===== src/hdl/nbts_pkg.sv =====
// Shared types and constants for the negabinary tree broadcast schedule block.
package nbts_pkg;

   localparam int RANK_W  = 16;              // rank and peer width
   localparam int SIZE_W  = RANK_W + 1;      // communicator size width
   localparam int SLOG_W  = 5;               // holds 0..RANK_W
   localparam int STEP_W  = 4;
   localparam int DIV_CNT_W = 4;             // counts RANK_W dividend bits

   localparam logic [RANK_W-1:0] NB_ODD_MASK = 16'hAAAA;
   localparam logic [SIZE_W-1:0] SIZE_MAX    = 17'h10000;

   localparam logic [1:0] ACT_IDLE = 2'd0;
   localparam logic [1:0] ACT_SEND = 2'd1;
   localparam logic [1:0] ACT_RECV = 2'd2;

   typedef enum logic [2:0] {
      ST_IDLE,
      ST_DIV,
      ST_PREP1,
      ST_PREP2,
      ST_PREP3,
      ST_STEP_A,
      ST_STEP_B
   } state_type;

   typedef struct packed {
      logic load;
      logic div_step;
      logic prep1;
      logic prep2;
      logic prep3;
      logic step_a;
      logic out_load;
   } cmd_type;

   typedef struct packed {
      logic last;
   } status_type;

endpackage


===== src/hdl/nbts_ctrl.sv =====
// Sequencer for the schedule block: remainder passes, setup and per-step timing.
module nbts_ctrl import nbts_pkg::*; (
   input  logic       clock,
   input  logic       reset,
   input  logic       req_valid,
   output logic       req_ready,
   output logic       rsp_valid,
   input  logic       rsp_ready,
   input  status_type status,
   output cmd_type    cmd
);

   state_type              state_ff, state_in;
   logic [DIV_CNT_W-1:0]   div_cnt_ff, div_cnt_in;
   logic                   rsp_valid_ff, rsp_valid_in;
   logic                   out_free;

   assign out_free  = !rsp_valid_ff || rsp_ready;
   assign req_ready = (state_ff == ST_IDLE);
   assign rsp_valid = rsp_valid_ff;

   always_ff @(posedge clock) begin
      if (reset) begin
         state_ff     <= ST_IDLE;
         div_cnt_ff   <= '0;
         rsp_valid_ff <= 1'b0;
      end else begin
         state_ff     <= state_in;
         div_cnt_ff   <= div_cnt_in;
         rsp_valid_ff <= rsp_valid_in;
      end
   end

   always_comb begin
      state_in   = state_ff;
      div_cnt_in = div_cnt_ff;
      cmd        = '0;
      unique case (state_ff)
         ST_IDLE: begin
            if (req_valid) begin
               cmd.load   = 1'b1;
               div_cnt_in = '0;
               state_in   = ST_DIV;
            end
         end
         ST_DIV: begin
            cmd.div_step = 1'b1;
            div_cnt_in   = div_cnt_ff + 1'b1;
            if (div_cnt_ff == '1) begin
               state_in = ST_PREP1;
            end
         end
         ST_PREP1: begin
            cmd.prep1 = 1'b1;
            state_in  = ST_PREP2;
         end
         ST_PREP2: begin
            cmd.prep2 = 1'b1;
            state_in  = ST_PREP3;
         end
         ST_PREP3: begin
            cmd.prep3 = 1'b1;
            state_in  = ST_STEP_A;
         end
         ST_STEP_A: begin
            cmd.step_a = 1'b1;
            state_in   = ST_STEP_B;
         end
         ST_STEP_B: begin
            if (out_free) begin
               cmd.out_load = 1'b1;
               state_in     = status.last ? ST_IDLE : ST_STEP_A;
            end
         end
         default: begin
            state_in = ST_IDLE;
         end
      endcase
      rsp_valid_in = cmd.out_load ? 1'b1 : (rsp_ready ? 1'b0 : rsp_valid_ff);
   end

`ifndef NO_ASSERTIONS
   a_load_only_free: assert property (@(posedge clock) disable iff (reset)
      cmd.out_load |-> (!rsp_valid_ff || rsp_ready))
      else $error("result register overwritten while held");

   a_last_to_idle: assert property (@(posedge clock) disable iff (reset)
      (cmd.out_load && status.last) |=> (state_ff == ST_IDLE))
      else $error("schedule did not end after last step");

   a_div_starts_clean: assert property (@(posedge clock) disable iff (reset)
      (state_ff == ST_DIV && $past(state_ff) == ST_IDLE) |-> (div_cnt_ff == '0))
      else $error("remainder pass started with stale count");

   a_out_after_div: assert property (@(posedge clock) disable iff (reset)
      (state_ff == ST_PREP1) |-> ($past(div_cnt_ff) == '1))
      else $error("setup entered before all dividend bits done");
`endif

endmodule


===== src/hdl/nbts_dp.sv =====
// Datapath: size register, bit-serial remainders, negabinary step arithmetic.
module nbts_dp import nbts_pkg::*; (
   input  logic                clock,
   input  logic                reset,
   input  logic                csr_write_enable,
   input  logic [SIZE_W-1:0]   csr_write_data,
   input  logic [RANK_W-1:0]   req_node_rank,
   input  logic [RANK_W-1:0]   req_root_rank,
   input  cmd_type             cmd,
   output status_type          status,
   output logic [1:0]          rsp_action,
   output logic [RANK_W-1:0]   rsp_peer_rank,
   output logic [STEP_W-1:0]   rsp_step_index,
   output logic                rsp_last_step
);

   logic [SIZE_W-1:0] size_ff, size_in;
   logic [SLOG_W-1:0] s_ff, s_in;
   logic [RANK_W-1:0] rank_sh_ff, root_sh_ff;
   logic [RANK_W-1:0] rank_rem_ff, root_rem_ff;
   logic [SIZE_W-1:0] smr_ff;
   logic              have_ff, have_in;
   logic [RANK_W-1:0] vrank_ff;
   logic [RANK_W-1:0] nb_ff;
   logic [RANK_W-1:0] wmask_ff;
   logic [SLOG_W-1:0] k_ff;
   logic [RANK_W-1:0] vq_ff;
   logic              big_ff;
   logic [1:0]        act_ff;
   logic [STEP_W-1:0] step_ff;
   logic              last_ff;
   logic [1:0]        act_out_ff;
   logic [RANK_W-1:0] peer_out_ff;
   logic [STEP_W-1:0] step_out_ff;
   logic              last_out_ff;

   logic [SIZE_W-1:0] size_m1;
   logic [SIZE_W-1:0] rank_try, root_try;
   logic [RANK_W-1:0] rank_rem_in, root_rem_in;
   logic [SIZE_W-1:0] diff;
   logic [SIZE_W-1:0] vrank_wrap;
   logic [RANK_W-1:0] mask_k;
   logic [RANK_W-1:0] vq;
   logic [RANK_W-1:0] masked;
   logic              big;
   logic [1:0]        act;
   logic [SLOG_W-1:0] step_full;
   logic [SIZE_W-1:0] q_sub, q_add;
   logic [RANK_W-1:0] peer;

   // size register, clamped to 1..65536
   always_comb begin
      size_in = size_ff;
      if (csr_write_enable) begin
         if (csr_write_data == '0) begin
            size_in = SIZE_W'(1);
         end else if (csr_write_data > SIZE_MAX) begin
            size_in = SIZE_MAX;
         end else begin
            size_in = csr_write_data;
         end
      end
   end

   always_ff @(posedge clock) begin
      if (reset) begin
         size_ff <= SIZE_W'(1);
      end else begin
         size_ff <= size_in;
      end
   end

   // s = ceil(log2 size): bit length of size-1
   always_comb begin
      size_m1 = size_ff - 1'b1;
      s_in    = '0;
      for (int i = 0; i < SIZE_W; i++) begin
         if (size_m1[i]) begin
            s_in = SLOG_W'(i + 1);
         end
      end
   end

   // restoring remainder, one dividend bit per cycle, both ranks in parallel
   always_comb begin
      rank_try    = {rank_rem_ff, rank_sh_ff[RANK_W-1]};
      root_try    = {root_rem_ff, root_sh_ff[RANK_W-1]};
      rank_rem_in = (rank_try >= size_ff) ? RANK_W'(rank_try - size_ff) : RANK_W'(rank_try);
      root_rem_in = (root_try >= size_ff) ? RANK_W'(root_try - size_ff) : RANK_W'(root_try);
   end

   // virtual rank
   assign diff       = {1'b0, rank_rem_ff} - {1'b0, root_rem_ff};
   assign vrank_wrap = {1'b0, rank_rem_ff} + smr_ff;

   // per step arithmetic
   always_comb begin
      mask_k    = RANK_W'(~({SIZE_W{1'b1}} << k_ff));
      vq        = ((NB_ODD_MASK ^ (nb_ff ^ mask_k)) - NB_ODD_MASK) & wmask_ff;
      big       = ({1'b0, vq} >= size_ff) || (s_ff == '0);
      masked    = nb_ff & mask_k;
      have_in   = have_ff;
      if (big) begin
         act = ACT_IDLE;
      end else if (have_ff) begin
         act = ACT_SEND;
      end else if (masked == '0 || masked == mask_k) begin
         act     = ACT_RECV;
         have_in = 1'b1;
      end else begin
         act = ACT_IDLE;
      end
      step_full = s_ff - k_ff;
   end

   // real peer: vq + root mod size, using size - root to pick the branch
   always_comb begin
      q_sub = {1'b0, vq_ff} - smr_ff;
      q_add = {1'b0, vq_ff} + {1'b0, root_rem_ff};
      if (big_ff) begin
         peer = '0;
      end else if ({1'b0, vq_ff} >= smr_ff) begin
         peer = RANK_W'(q_sub);
      end else begin
         peer = RANK_W'(q_add);
      end
   end

   always_ff @(posedge clock) begin
      if (cmd.load) begin
         s_ff        <= s_in;
         rank_sh_ff  <= req_node_rank;
         root_sh_ff  <= req_root_rank;
         rank_rem_ff <= '0;
         root_rem_ff <= '0;
      end
      if (cmd.div_step) begin
         rank_rem_ff <= rank_rem_in;
         root_rem_ff <= root_rem_in;
         rank_sh_ff  <= {rank_sh_ff[RANK_W-2:0], 1'b0};
         root_sh_ff  <= {root_sh_ff[RANK_W-2:0], 1'b0};
      end
      if (cmd.prep1) begin
         smr_ff   <= size_ff - {1'b0, root_rem_ff};
         have_ff  <= (rank_rem_ff == root_rem_ff);
         wmask_ff <= RANK_W'(~({SIZE_W{1'b1}} << s_ff));
      end
      if (cmd.prep2) begin
         vrank_ff <= diff[SIZE_W-1] ? RANK_W'(vrank_wrap) : RANK_W'(diff);
      end
      if (cmd.prep3) begin
         nb_ff <= ((NB_ODD_MASK + vrank_ff) ^ NB_ODD_MASK) & wmask_ff;
         k_ff  <= s_ff;
      end
      if (cmd.step_a) begin
         vq_ff   <= vq;
         big_ff  <= big;
         act_ff  <= act;
         have_ff <= have_in;
         step_ff <= STEP_W'(step_full);
         last_ff <= (k_ff <= SLOG_W'(1));
         if (k_ff != '0) begin
            k_ff <= k_ff - 1'b1;
         end
      end
      if (cmd.out_load) begin
         act_out_ff  <= act_ff;
         peer_out_ff <= peer;
         step_out_ff <= step_ff;
         last_out_ff <= last_ff;
      end
   end

   assign status.last    = last_ff;
   assign rsp_action     = act_out_ff;
   assign rsp_peer_rank  = peer_out_ff;
   assign rsp_step_index = step_out_ff;
   assign rsp_last_step  = last_out_ff;

endmodule


===== src/hdl/negabinary_tree_bcast_schedule.sv =====
// Top level of the negabinary tree broadcast schedule generator.
//
// Usage:
//  - csr_write_enable/csr_write_data load the communicator size (0 counts
//    as 1, anything above 65536 as 65536). Write only while no item is open.
//  - req_* takes one item (node rank, root rank). Ranks are reduced mod size.
//  - rsp_* gives n = max(s,1) result items per request, s = ceil(log2 size),
//    in step order; rsp_last_step marks the final one.
// Sequence, receiver always ready:
//  - bit-serial remainder over all 16 rank bits (one rank bit per cycle),
//    then setup in PREP1, PREP2 and PREP3, then per result a negabinary
//    step, then peer wrap into the result register.
//  - req_ready returns once the last result is loaded.
// Stall: a held result freezes the step sequencer; the last result may sit
//   in the output register while the next item is already accepted.
// Reset (synchronous, active high): size back to 1, sequencer idle,
//   no result valid.
module negabinary_tree_bcast_schedule import nbts_pkg::*; (
   input  logic                clock,
   input  logic                reset,
   input  logic                req_valid,
   output logic                req_ready,
   input  logic [RANK_W-1:0]   req_node_rank,
   input  logic [RANK_W-1:0]   req_root_rank,
   output logic                rsp_valid,
   input  logic                rsp_ready,
   output logic [1:0]          rsp_action,
   output logic [RANK_W-1:0]   rsp_peer_rank,
   output logic [STEP_W-1:0]   rsp_step_index,
   output logic                rsp_last_step,
   input  logic                csr_write_enable,
   input  logic [SIZE_W-1:0]   csr_write_data
);

   cmd_type    cmd;
   status_type status;

   // sequencing only; all arithmetic lives in the datapath
   nbts_ctrl u_ctrl (
      .clock     (clock),
      .reset     (reset),
      .req_valid (req_valid),
      .req_ready (req_ready),
      .rsp_valid (rsp_valid),
      .rsp_ready (rsp_ready),
      .status    (status),
      .cmd       (cmd)
   );

   nbts_dp u_dp (
      .clock            (clock),
      .reset            (reset),
      .csr_write_enable (csr_write_enable),
      .csr_write_data   (csr_write_data),
      .req_node_rank    (req_node_rank),
      .req_root_rank    (req_root_rank),
      .cmd              (cmd),
      .status           (status),
      .rsp_action       (rsp_action),
      .rsp_peer_rank    (rsp_peer_rank),
      .rsp_step_index   (rsp_step_index),
      .rsp_last_step    (rsp_last_step)
   );

endmodule


===== config.mk =====
export PLATFORM = sky130hd
export DESIGN_NAME = negabinary_tree_bcast_schedule
export DESIGN_NICKNAME = d
export VERILOG_FILES = /design/src/hdl/nbts_pkg.sv /design/src/hdl/nbts_ctrl.sv /design/src/hdl/nbts_dp.sv /design/src/hdl/negabinary_tree_bcast_schedule.sv
export SDC_FILE = /design/constraint.sdc
export NUM_CORES = 1
export LEC_CHECK = 0
export BUFFER_PORTS_ARGS = -buffer_cell sky130_fd_sc_hd__clkbuf_2
export CAP_MARGIN = 15
export CORE_ASPECT_RATIO = 0.75
export CORE_MARGIN = 8
export CORE_UTILIZATION = 35
export CTS_CLUSTER_SIZE = 16
export DETAILED_ROUTE_END_ITERATION = 8
export MAX_ROUTING_LAYER = met4
export PLACE_DENSITY_LB_ADDON = 0.2
export SYNTH_ARGS = -nofsm -noshare
export SYNTH_HDL_FRONTEND = slang
export SYNTH_SLANG_ARGS = --single-unit

===== constraint.sdc =====
create_clock -name clock -period 6.07 [get_ports clock]
set_input_delay 0.3035 -clock clock [delete_from_list [all_inputs] [get_ports clock]]
set_output_delay 0.3035 -clock clock [all_outputs]
set_load 0.01 [all_outputs]

* Yosys cells after proc, flatten, opt, wreduce, memory -nomap -nowiden
Index checks and enable logic that the tools add are counted.
** Word-level totals
- Flip-flop bits (word level) :: 212
- Bits of input ports :: 54
- Output and inout bits :: 25
- Word-level logic and storage cells :: 145
** Operators by class
- $add $sub $neg :: 13
- $lt $le $gt $ge :: 6
- Eq/ne operators :: 13
- Shifts and indexed selects :: 2
- Muxes and demuxes :: 57
- Bitwise logic cells :: 8
- Reduce and logical (&&, ||, !) cells :: 18
** Operators by type and width (number)
- 16-bit two-way mux :: 11
- 16-bit bitwise AND :: 3
- 16-bit subtractor :: 3
- 4-bit two-way mux :: 9
- 16-bit by 17-bit >= comparator with 1-bit output :: 2
- 17-bit >= comparator :: 2
- 17-bit two-way mux :: 2
- 17-bit by 5-bit left shift with 16-bit output (first input constant) :: 2
- 16-bit adder :: 2
- 16-bit equality test :: 2
- 16-bit NOT :: 2
- 3-bit two-way mux :: 8
- 3-bit case mux with 7 select lines :: 1
- 1-bit two-way mux :: 19
- 17-bit greater-than comparator (second input constant) :: 1
- 17-bit zero test :: 1
- 16-bit by 16-bit subtractor with 17-bit output :: 1
- 17-bit by 1-bit subtractor with 17-bit output (second input constant) :: 1
- 17-bit by 16-bit subtractor with 17-bit output :: 1
- 16-bit adder (first input constant) :: 1
- 16-bit zero test :: 1
- 8-bit NOT :: 2
- 16-bit subtractor (second input constant) :: 1
- 16-bit XOR :: 1
- 22 further kinds :: 38

* Logic depth before layout (Yosys ltp)
- Word-level depth :: 17
- Depth in mapped cells :: 22
- Mapped depth without buffers :: 21

* Cells and area by module
A second synthesis with hierarchy kept.
** Second synthesis, totals
- Cells, all modules :: 1603
- Area, all modules :: 15636.2 um2
** Modules (own cells, without submodules)
- nbts_dp :: times used 1, cells each 1541, area each 15157.0 um2, seq. area each 5885.6 um2
- nbts_ctrl :: times used 1, cells each 62, area each 479.2 um2, seq. area each 160.2 um2

* Worst setup path after synthesis
No wires, ideal clock.
- Path kind :: register to register
- From :: register u_dp.vq_ff[10]
- To :: register u_dp.peer_out_ff[15] (netlist: u_dp.rsp_peer_rank[15]) (data pin)
- Arrival time :: 4177 ps
- Data required time :: 5810 ps
- Path slack :: 1633 ps
- Cell stages (with the launch flop) :: 18
- Buffers on the path :: 1
- Clock period less this slack :: 4437 ps
- Cells stage by stage :: edfxtp_1 ha_1 a21o_1 a211oi_1 a21boi_0 a31oi_1 a21oi_2 clkbuf_1 mux2i_1 ha_1 a21oi_1 o21ai_0 a311oi_1 nor2_1 o31a_1 o2111ai_1 a21oi_1 mux2_2
** On the way
- Cells in the longest elaborated chain, start to end :: 2
** RTL lines
- start, declared :: RTL line nbts_dp.sv:27 : logic [RANK_W-1:0] vq_ff;
- start signal, assigned :: RTL line nbts_dp.sv:156 : vq_ff <= vq;
- 16-bit adder, or another cell as far along :: RTL line nbts_dp.sv:119 : q_add = {1'b0, vq_ff} + {1'b0, root_rem_ff};
- 16-bit two-way mux * :: RTL line nbts_dp.sv:122 : end else if ({1'b0, vq_ff} >= smr_ff) begin
- end signal, assigned :: RTL line nbts_dp.sv:168 : peer_out_ff <= peer;
- end, declared :: RTL line nbts_dp.sv:33 : logic [RANK_W-1:0] peer_out_ff;
Mark *: on every way between the ends. The rest lies on a longest branch, timed or not.
A chain may end at the register's enable or synchronous reset.

* Final worst setup path
Same ends and word-level chain as after synthesis.

==> run summary <==
The classification of the worst-slack hold path is in2reg. At the worst endpoint, the required time is 6360 ps. The area growth from synthesis to layout is 12.9%. Along the worst hold path, the cell count comes to 3. At the end of routability-driven placement, the weighted congestion stood at 0.897. Sequential cells account for 36.2% of the total power. For this design the top-level I/O count stands at 79. In the synthesized netlist the async set-or-reset flop fraction comes to 0%. Starting density of the core: 35.1%. In this run switching power makes up 34.9% of total power.

The Yosys step of the flow raised 0 warnings. Cells with a size suffix above 1 make up 9.51% of the layout. The run gives 550 ps as the latest clock arrival within the worst-skew pair. For hold timing, the worst endpoint is u_dp.size_ff[11]. STA classifies the critical path startpoint as a flop. VDD sags by at most 0.000199 V. In this run the cell area measured after placement is 16600 um^2. Of the synthesized area, sequential elements account for 38.9%. Entering global routing, the biggest net connects 42 pins. In this run the most critical hold path is launched from csr_write_data[11]. The cell count after synthesis is 1593, and the number of synthesized flops with an enable pin is 180. The first-pass GRT wire length is 70200 um, and the iteration count of the initial detailed-routing pass is 5. The signal on the critical path passes through ha_1 > a21o_1 > a211oi_1 > a21boi_0 > a31oi_1 > a21oi_2 > buf_4 > mux2i_1 > ha_1 > a21oi_1 > o21ai_0 > a311oi_1 > nor2_1 > o31a_1 > o2111ai_1 > a21oi_1 > mux2_2.

The worst path needs 4620 ps of the cycle, external delays included. The slowest stage of the critical path belongs to the cell sky130_fd_sc_hd__a311oi_1. Synthesis produced a netlist with a net count of 1827. Data arrives at the worst endpoint at 4900 ps. In this run the worst path has a maximum fanout of 12. Setup repair after global routing left no endpoint under its margin. The area of all placed cells without fillers is 17500 um^2. Leaving out fill and tap cells, the most frequent cell in the layout is sky130_fd_sc_hd__edfxtp_1. In this run the tightest slew margin relative to its limit is 27.2%.

The number of max-slew violations in the final report was 0. The register bit total from synthesis was 212; the worst-margin pin slew was 1090 ps. The setup check on the worst reg-to-reg path leaves a slack of 1450 ps. For this design the total switching power over the nets is 1780 uW. The run finished with clean final reports. The number of library cell types mapped by synthesis is 77. TritonCTS built the clock tree.

The clock passes through at most 3 buffers. Measured in cells, the most critical reg-to-reg path has a length of 17. The run gives 0 as the number of antenna cells inserted. Derived from the worst setup path, the maximum achievable clock frequency is 217 MHz. The number of DRC markers after the initial detailed-route iteration is 1202, and the standard cell core area is 44300 um^2. In the routed design, unresolved DRC markers number 0.

The clock-pin slew on the worst setup and hold paths is 70 ps. The part of the power in the clock network was 30.0%; the sum of negative setup slack was 0 ps. The count of final hold-check violations came out at 0.

The internal power consumption is 3320 uW, and the biggest cell delay along the critical path is 440 ps. Clock skew on the completed layout was measured at 26.8 ps. The area of the mapped netlist is 15500 um^2, and the part of the power in combinational logic is 33.7%. The die covers 51400 um^2. Summed over all layers, the global routing overflow is 0. In this run the remaining antenna-violating nets after routing total 0. Setup violations remaining at the end of the flow were counted as 0. In the routed layout, each cell is associated on average with a via count of 5.49. After detailed routing, the average wire length per cell comes to 20.4 um.

Wires add up to 46500 um. For this design the ratio of total power to cell area is 290 nW/um^2. Post-CTS setup buffer count: 0. In this run the static leakage power is 0.00730 uW. The initial antenna violation count came out at 0.

Across the run, the number of max-cap violations was 0. Global routing used 18.1% of the available tracks. Buffers placed on the I/O ports in this run total 78.

The number of global-route vias before repair came out at 11700. Counting the fill cells in the layout gives 4380. The floorplan has 67 rows. The master cell of the clock root buffer was sky130_fd_sc_hd__clkbuf_16. In the layout the commonest cells are 180 x sky130_fd_sc_hd__edfxtp_1, 173 x sky130_fd_sc_hd__ha_1, 135 x sky130_fd_sc_hd__nor2_1, 117 x sky130_fd_sc_hd__inv_1, 88 x sky130_fd_sc_hd__nand2_1. Counting the buffers created by CTS gives 24.

The beginning of the worst register-to-register path is u_dp.vq_ff[10]. STA classifies the critical path endpoint as a flop. The final layout net count was 1909; the die height was 198 um. The wire-length estimate of the detail-placed layout is 36400 um. For the count of vias placed by the detailed router, the log shows 12500. The clock sink total came out at 212. The worst flop-to-flop path endpoint was u_dp.rsp_peer_rank[15]. The classification of the worst setup path was reg2reg. The x dimension of the die is 259 um, and the average size of a mapped cell is 9.75 um^2. Dividing the final minimum period by the clock period gives 76.1%. The most frequently used flop master after synthesis was sky130_fd_sc_hd__edfxtp_1. CTS H-tree depth: 1.
==> routing by layer <==
layer  global-route usage [%]  vias up  wire length, um
met1                     27.4     6005            23900
met2                     24.4      388            18500
met3                     3.59       56             3240
met4                     3.47        0              879
met5                        -        -                0
li1                         -     6058                -
==> through the flow <==
step                total power [uW]  util (%)  worst slack [ps]  cells  hold slack, ps
floorplan                       3080         -              1630   1593             400
global placement                3550      37.5              1540   2223             401
detailed placement              3550      37.5              1470   2223             408
CTS                             5110      39.6              1450   2278           0.416
global route                    5370      39.6              1020   2279            32.5
finish                          5090      39.6              1450   2279            16.4
==> worst max-delay path: cells and delay by family, from the launching register on <==
kind / cells / cell delay, ps
and+or+nand+nor: 1 / 80
adders and majority gates: 2 / 650
muxes: 2 / 520
buffers and inverters: 1 / 310
DFF: 1 / 430
AOI/OAI and AO/OA: 11 / 2380
==> Yosys cell counts (6+ instances only) <==
master,number,area (um^2)
sky130_fd_sc_hd__nor2_1,137,514
sky130_fd_sc_hd__o21bai_1,8,60.1
sky130_fd_sc_hd__nand4_1,23,144
sky130_fd_sc_hd__inv_1,117,439
sky130_fd_sc_hd__o22ai_1,9,56.3
sky130_fd_sc_hd__a21oi_1,86,430
sky130_fd_sc_hd__ha_1,173,2160
sky130_fd_sc_hd__o21ai_0,76,380
sky130_fd_sc_hd__a22oi_1,11,82.6
sky130_fd_sc_hd__nand3_1,25,125
sky130_fd_sc_hd__edfxtp_1,180,5410
sky130_fd_sc_hd__a22o_1,31,272
sky130_fd_sc_hd__nand2b_1,30,188
sky130_fd_sc_hd__a31oi_1,17,106
sky130_fd_sc_hd__or2_2,9,56.3
sky130_fd_sc_hd__xnor2_1,65,569
sky130_fd_sc_hd__nor2b_1,34,213
sky130_fd_sc_hd__nor4_1,24,150
sky130_fd_sc_hd__xor2_1,41,359
sky130_fd_sc_hd__o21a_1,28,210
sky130_fd_sc_hd__o31a_1,7,61.3
sky130_fd_sc_hd__a211o_1,7,61.3
sky130_fd_sc_hd__dfxtp_1,32,641
sky130_fd_sc_hd__fa_1,7,140
sky130_fd_sc_hd__a21boi_0,14,105
sky130_fd_sc_hd__clkbuf_1,33,124
sky130_fd_sc_hd__nor3_1,45,225
sky130_fd_sc_hd__a211oi_1,19,143
sky130_fd_sc_hd__a21o_1,38,285
sky130_fd_sc_hd__mux2i_1,48,480
sky130_fd_sc_hd__o31ai_1,8,60.1
sky130_fd_sc_hd__nand3b_1,6,45.0
sky130_fd_sc_hd__nand2_1,89,334
sky130_fd_sc_hd__buf_2,8,40.0
sky130_fd_sc_hd__and2_1,23,144
==> registers in the layout, indices dropped and copies added, names as in the netlist, 3 cells and up <==
register / count
u_dp.size_ff: 17
u_dp.smr_ff: 17
u_dp.nb_ff: 16
u_dp.rank_rem_ff: 16
u_dp.rank_sh_ff: 16
u_dp.root_rem_ff: 16
u_dp.root_sh_ff: 16
u_dp.rsp_peer_rank: 16
u_dp.vq_ff: 16
u_dp.vrank_ff: 16
u_dp.wmask_ff: 16
u_dp.k_ff: 5
u_dp.s_ff: 5
u_ctrl.div_cnt_ff: 4
u_dp.rsp_step_index: 4
u_dp.step_ff: 4
u_ctrl.state_ff: 3
==> cell type report <==
type                       count  area [um^2]  share of cell area, %
multi-input combinational   1217         8890                   50.7
sequential                   212         6050                   34.5
tap                          586          733                   4.18
clock buffer                  25          626                   3.57
timing repair buffer         102          618                   3.52
inverter                     118          443                   2.53
clock inverter                19          184                   1.05
==> power groups by stage <==
| stage | Clock, uW | Sequential, uW | Combinational, uW |
|---|---|---|---|
| after floorplan | 0 | 1800 | 1280 |
| after global placement | 0 | 1870 | 1670 |
| final | 1530 | 1850 | 1720 |
| after detailed placement | 0 | 1870 | 1680 |
| after global routing | 1620 | 1850 | 1890 |
| after CTS | 1580 | 1840 | 1700 |
==> how the worst max path moves through the flow <==
stage	start	endpoint	slack, ps	cells after the start
2_1_floorplan	u_dp.vq_ff[10]	u_dp.rsp_peer_rank[15]	1630	17
3_3_place_gp	u_dp.smr_ff[10]	u_dp.rsp_peer_rank[14]	1540	19
3_5_place_dp	u_dp.vq_ff[10]	u_dp.rsp_peer_rank[15]	1470	17
4_1_cts	u_dp.vq_ff[10]	u_dp.rsp_peer_rank[15]	1450	17
5_1_grt	u_dp.k_ff[3]	u_dp.have_ff	1020	21
6_report	u_dp.vq_ff[10]	u_dp.rsp_peer_rank[15]	1450	17
==> kinds of logic (layout without fill, tap and decap cells) <==
family	after synthesis	count (layout)	share of synthesized area, %
buf+inv	164	264	4.08
mux	51	51	3.31
fa+ha+maj	181	181	14.9
xor+xnor	106	106	5.98
simple gates	470	470	15.0
flops	212	212	38.9
compound gates	409	409	17.8
==> repair_timing <==
item	CTS	global route
gates resized for setup	0	0
hold buffers	11	0
hold endpoints to repair	11	0
Note: power is estimated with default switching activity, not from simulation.
